**src/rtl/tsrq_pkg.sv**
```systemverilog
`default_nettype none
package tsrq_pkg;

	localparam int KEY_W = 26;
	localparam int TAG_W = 16;

	typedef struct packed {
		logic [3:0]  month;
		logic [4:0]  day;
		logic [4:0]  hour;
		logic [5:0]  minute;
		logic [5:0]  second;
		logic [15:0] tag;
	} rec_t;

	typedef enum logic [1:0] {
		ST_VALID = 2'd0,
		ST_EMPTY = 2'd1,
		ST_FULL  = 2'd2
	} status_t;

	// Control that every cell sees in the same cycle.
	typedef struct packed {
		logic insert;
		logic shift;
		rec_t rec;
	} cell_ctl_t;

	function automatic logic [KEY_W-1:0] rec_key(input rec_t r);
		rec_key = {r.month, r.day, r.hour, r.minute, r.second};
	endfunction

endpackage
`default_nettype wire

```
**src/rtl/tsrq_cell.sv**
```systemverilog
`default_nettype none
module tsrq_cell
	import tsrq_pkg::*;
(
	input  wire logic      clk,
	input  wire logic      arst_n,
	input  wire cell_ctl_t ctl,
	input  wire logic      prev_valid,
	input  wire logic      prev_gt,
	input  wire rec_t      prev_rec,
	input  wire rec_t      next_rec,
	input  wire logic      is_first,
	output logic           valid,
	output logic           gt,
	output rec_t           rec
);

	logic valid_q;
	rec_t rec_q;

	assign valid = valid_q;
	assign rec   = rec_q;
	// This cell's record sorts strictly after the incoming one.
	assign gt = valid_q && (rec_key(rec_q) > rec_key(ctl.rec));

	always_ff @(posedge clk or negedge arst_n) begin
		if (!arst_n) begin
			valid_q <= 1'b0;
		end else if (ctl.insert && !valid_q && (is_first || prev_valid)) begin
			valid_q <= 1'b1;
		end
	end

	// Insertion: cells past the insertion point take their left neighbour;
	// the insertion point takes the new record. Queries rotate by one towards
	// cell 0, each cell taking its right neighbour.
	always_ff @(posedge clk) begin
		if (ctl.insert) begin
			if (gt || (!valid_q && (is_first || prev_valid))) begin
				if (!is_first && prev_gt) begin
					rec_q <= prev_rec;
				end else begin
					rec_q <= ctl.rec;
				end
			end
		end else if (ctl.shift) begin
			rec_q <= next_rec;
		end
	end

endmodule
`default_nettype wire
```
**config.mk**
```make
export PLATFORM = sky130hd
export DESIGN_NAME = tsrq_cell
export DESIGN_NICKNAME = d
export VERILOG_FILES = /design/src/rtl/tsrq_pkg.sv /design/src/rtl/tsrq_cell.sv
export SDC_FILE = /design/constraint.sdc
export NUM_CORES = 1
export LEC_CHECK = 0
export BUFFER_PORTS_ARGS = -buffer_cell sky130_fd_sc_hd__buf_2
export CELL_PAD_IN_SITES_DETAIL_PLACEMENT = 1
export CELL_PAD_IN_SITES_GLOBAL_PLACEMENT = 1
export CORE_MARGIN = 2
export CORE_UTILIZATION = 33
export DETAILED_ROUTE_END_ITERATION = 12
export PLACE_DENSITY = 0.86
export SETUP_SLACK_MARGIN = 0.1
export SLEW_MARGIN = 20
export SYNTH_ARGS = -nofsm -noshare
export SYNTH_HDL_FRONTEND = slang
export SYNTH_SLANG_ARGS = --single-unit
```
**constraint.sdc**
```tcl
create_clock -name clk -period 7.8 [get_ports clk]
set_clock_uncertainty 0.2 [all_clocks]
set_input_delay 1.56 -clock clk [delete_from_list [all_inputs] [get_ports clk]]
set_output_delay 1.56 -clock clk [all_outputs]
set_load 0.02 [all_outputs]
```
==> impl_results.rst <==
.. list-table::
   :header-rows: 1

   * - Metric
     - Value
   * - Post-layout minimum cycle time
     - just over 5000 ps
   * - Ys async rst share
     - under 10%
   * - Max-capacitance violation count
     - 0
   * - Critical-path cell list
     - buf_2, inv_1, ha_1, a21oi_1, o21ai_0, a2111oi_0, o211a_1, nor2_1, buf_2
   * - Worst min-delay path class
     - flop to flop
   * - Post-route clock period utilization
     - about two thirds
   * - Placeable core region
     - approximately 0.0083 mm^2
   * - Commonest register cell after synthesis
     - sky130_fd_sc_hd__edfxtp_1
   * - Final Wtd Congestion
     - between 0.7 and 0.8
   * - Final-report hold violation count
     - 0
   * - Layout-stage area growth over the synthesis result
     - 39.2%
   * - Via count of the first global-routing pass
     - just over 3000
   * - Number of buffers inserted for hold repair after clock tree synthesis
     - 0
   * - Max stage delay cell, worst path
     - sky130_fd_sc_hd__a2111oi_0
   * - Fraction of layout cells with a size suffix above 1
     - about two fifths
   * - Endpoints failing setup
     - 0
   * - Adder-cell share of the synthesized area
     - ~11%
   * - Number of nets in the finished design
     - between 600 and 700
   * - CTS Sinks
     - between 40 and 50
   * - Post-Place Cell Area
     - around 0.0038 mm^2
   * - Register-to-register setup slack
     - 4610 ps
   * - Post CTS Setup Buffer Count
     - 0
   * - DIE WIDTH
     - about 100 um
   * - Dominant cell type by area after synthesis
     - sky130_fd_sc_hd__edfxtp_1
   * - Synth Register Bits
     - 43
   * - Reg-to-reg critical path startpoint
     - rec[37]$_DFFE_PP_
   * - Worst Hold End
     - valid$_DFFE_PN0P_
   * - Power Density
     - ~180 mW/mm^2
   * - Ys Warns
     - 0
   * - Simple-gate area share of the yosys netlist
     - between 10% and 20%
   * - Largest driver fanout on the critical path
     - 3
   * - Detailed Route WL
     - a little under 9000 um
   * - Max-slew violation total from the final report
     - 0
   * - Destination of the worst register-to-register timing path
     - rec[27]$_DFFE_PP_
   * - GR Layer Usage met1
     - between 10% and 20%
   * - Pin count of the biggest net entering global routing
     - 89
   * - Count of port buffers added during placement
     - 176
   * - Status
     - completed
   * - Later-pin clock latency in the skew report
     - ~300 ps
   * - Nets in the synthesized netlist
     - about 450
   * - Drt pass-1 iters
     - 4
   * - Effective utilization at floorplan
     - between 30% and 40%
   * - Half-perimeter wire length of the detailed placement result
     - around 7200 um
   * - Wire length of the first global-routing pass
     - about 14000 um
   * - Avg Inst Size Synth
     - approximately 9.9 um^2
   * - Total clock buffers created by CTS
     - 5
   * - Clock Tree Buf Depth
     - 2
   * - Cell row count
     - 33
   * - Clock tree from TritonCTS
     - yes
   * - Worst slew margin relative to its limit
     - roughly 45%
   * - Floorplan die area
     - between 0.009 and 0.01 mm^2
   * - Leading post-synthesis cells by cell area
     - sky130_fd_sc_hd__edfxtp_1, sky130_fd_sc_hd__mux2i_1, sky130_fd_sc_hd__ha_1
   * - Number of synthesized flops with an enable pin
     - 42
   * - Final Non-Filler Cells
     - 566
   * - Final Total Pwr
     - 0.712 mW
   * - Global routing usage on met3
     - ~4.2%
   * - Worst Hold Path Cells
     - 1
   * - Fraction of the yosys area taken by sequential cells
     - 44.9%
   * - Maximum frequency from static timing analysis
     - 195 MHz
   * - Via count of the routed design
     - approximately 2700
   * - Combinational family with the most area after synthesis
     - multiplexers
   * - Die extent in y
     - between 90 and 100 um
   * - Setup Crit Path Kind
     - input pin to primary output
   * - Fraction of the mapped netlist area in compound gates
     - about 13%
   * - Count leader, synth
     - sky130_fd_sc_hd__a21oi_1
   * - Setup crit start kind
     - input pin
   * - Multiplexer fraction of the synthesized cell area
     - 14.7%
   * - Leakage power of the design
     - 2.10 nW
   * - Area occupied by multi-input gates
     - about 0.0014 mm^2
   * - Setup Total Neg Slack
     - 0 ps
   * - Wire length per cell
     - about 15 um
   * - GR Overflow Total
     - 0
   * - VDD IR-drop max
     - between 0.00007 and 0.00008 V
   * - Critical path arrival
     - about 3400 ps
   * - Share of the synthesized area in the top cell type
     - 44.0%
   * - Post-cts resize count
     - 0
   * - Filler cells
     - 981
   * - Most instantiated cells after synthesis
     - sky130_fd_sc_hd__a21oi_1, sky130_fd_sc_hd__nor2_1, sky130_fd_sc_hd__edfxtp_1, sky130_fd_sc_hd__mux2i_1, sky130_fd_sc_hd__inv_1
   * - Worst path most repeated cell
     - sky130_fd_sc_hd__buf_2
   * - Busiest grt layer
     - met2
   * - Worst Setup End Kind
     - primary output
   * - Unrepaired setup endpoints after global routing
     - false
   * - Critical path depth
     - 9
   * - Worst reg2reg path depth
     - 6
   * - Antenna-violating nets left
     - 0
   * - Worst stage delay on the critical path
     - approximately 570 ps
   * - Clock transition at the registers of the reported paths
     - about 80 ps
   * - Slew at the pin with the worst max-slew slack
     - ~800 ps
   * - Overall track demand over capacity in global routing
     - between 10% and 20%
   * - DRC errors left
     - 0
   * - Area of the mapped netlist
     - ~0.0029 mm^2
   * - Worst Hold Margin
     - 373 ps
   * - Family of cells with the greatest summed delay on the critical path
     - compound AO/OA/AOI/OAI gates
   * - Initial antenna violation count
     - 0
   * - Unique cell type count in the Yosys netlist
     - 24
   * - Sequential cell area
     - 0.00129 mm^2
   * - Data required, critical path
     - 6040 ps
   * - Clock tree root driver cell
     - sky130_fd_sc_hd__clkbuf_8
   * - Post-placement cell count
     - around 560
   * - Final Instance Area
     - between 0.003 and 0.004 mm^2
   * - Depth of the CTS H-tree
     - 2
   * - Xor/xnor share of the synthesized area
     - 0%
   * - Vias per std cell
     - between 4 and 5
   * - Number of buffers and inverters on the critical path
     - 3
   * - Number of ports placed on the die boundary
     - 177
   * - Count of mapped cells out of synthesis
     - roughly 290
   * - Launch point of the worst hold path
     - valid$_DFFE_PN0P_
   * - Antenna diode instance count
     - 0
   * - First DRT Iteration DRCs
     - 66
   * - Met2 routing resource usage after global routing
     - 37.3%
==> registers in the layout, summed over array words and instances, names as in the netlist <==
name   flops
valid      1
rec       42
==> power by group <==
part | internal (mW) | switching (mW) | total (mW)
Combinational | 0.0826 | 0.120 | 0.203
Clock | 0.128 | 0.0836 | 0.211
Sequential | 0.287 | 0.0104 | 0.298
==> layout make-up <==
type | count | area share, %
clock inverter | 3 | 1.69
inverter | 28 | 2.64
tap | 105 | 3.30
sequential | 43 | 32.3
multi-input combinational | 203 | 35.7
timing repair buffer | 179 | 22.7
clock buffer | 5 | 1.73
==> per-stage QoR <==
step	setup WS [ps]	utilization (%)
after floorplan	2500	-
after global placement	2730	46.4
after detailed placement	2670	46.4
after CTS	2650	48.0
after global routing	2540	48.0
final	2670	48.0
==> cells in the final DEF (no fill, tap or decap), types with 2 or more instances in the layout <==
| master | Yosys | routed |
|---|---|---|
| sky130_fd_sc_hd__nor2_1 | 47 | 47 |
| sky130_fd_sc_hd__inv_1 | 28 | 28 |
| sky130_fd_sc_hd__mux2i_1 | 42 | 42 |
| sky130_fd_sc_hd__a211oi_1 | 2 | 2 |
| sky130_fd_sc_hd__clkbuf_8 | 0 | 5 |
| sky130_fd_sc_hd__nand4_2 | 3 | 3 |
| sky130_fd_sc_hd__nand4_1 | 4 | 4 |
| sky130_fd_sc_hd__o21ai_0 | 8 | 8 |
| sky130_fd_sc_hd__bufinv_16 | 0 | 2 |
| sky130_fd_sc_hd__buf_2 | 5 | 176 |
| sky130_fd_sc_hd__a21oi_1 | 53 | 53 |
| sky130_fd_sc_hd__ha_1 | 26 | 26 |
| sky130_fd_sc_hd__buf_4 | 0 | 3 |
| sky130_fd_sc_hd__nand2b_1 | 3 | 2 |
| sky130_fd_sc_hd__edfxtp_1 | 42 | 42 |
| sky130_fd_sc_hd__nand2_1 | 6 | 6 |
==> per-layer routing <==
layer	routed length (um)	vias up	share of wire, %
met5	0	-	0
li1	-	1377	-
met4	192	0	2.2
met2	4680	117	54
met3	583	12	6.7
met1	3280	1239	38
==> kinds of logic after synthesis <==
group	count (synthesis)
multiplexers	42
buffers and inverters	43
flip-flops	43
adder cells (fa/ha/maj)	26
AND/OR/NAND/NOR	67
AO/OA/AOI/OAI	68
==> how the worst max path moves through the flow <==
stage	slack (ps)	endpoint	from
3_5_place_dp	2670	gt	ctl[21]
3_3_place_gp	2730	gt	ctl[21]
5_1_grt	2540	gt	ctl[21]
4_1_cts	2650	gt	ctl[21]
2_1_floorplan	2500	rec[0]$_DFFE_PP_	ctl[33]
6_report	2670	gt	ctl[21]
Power figures use the tool's default switching activity.
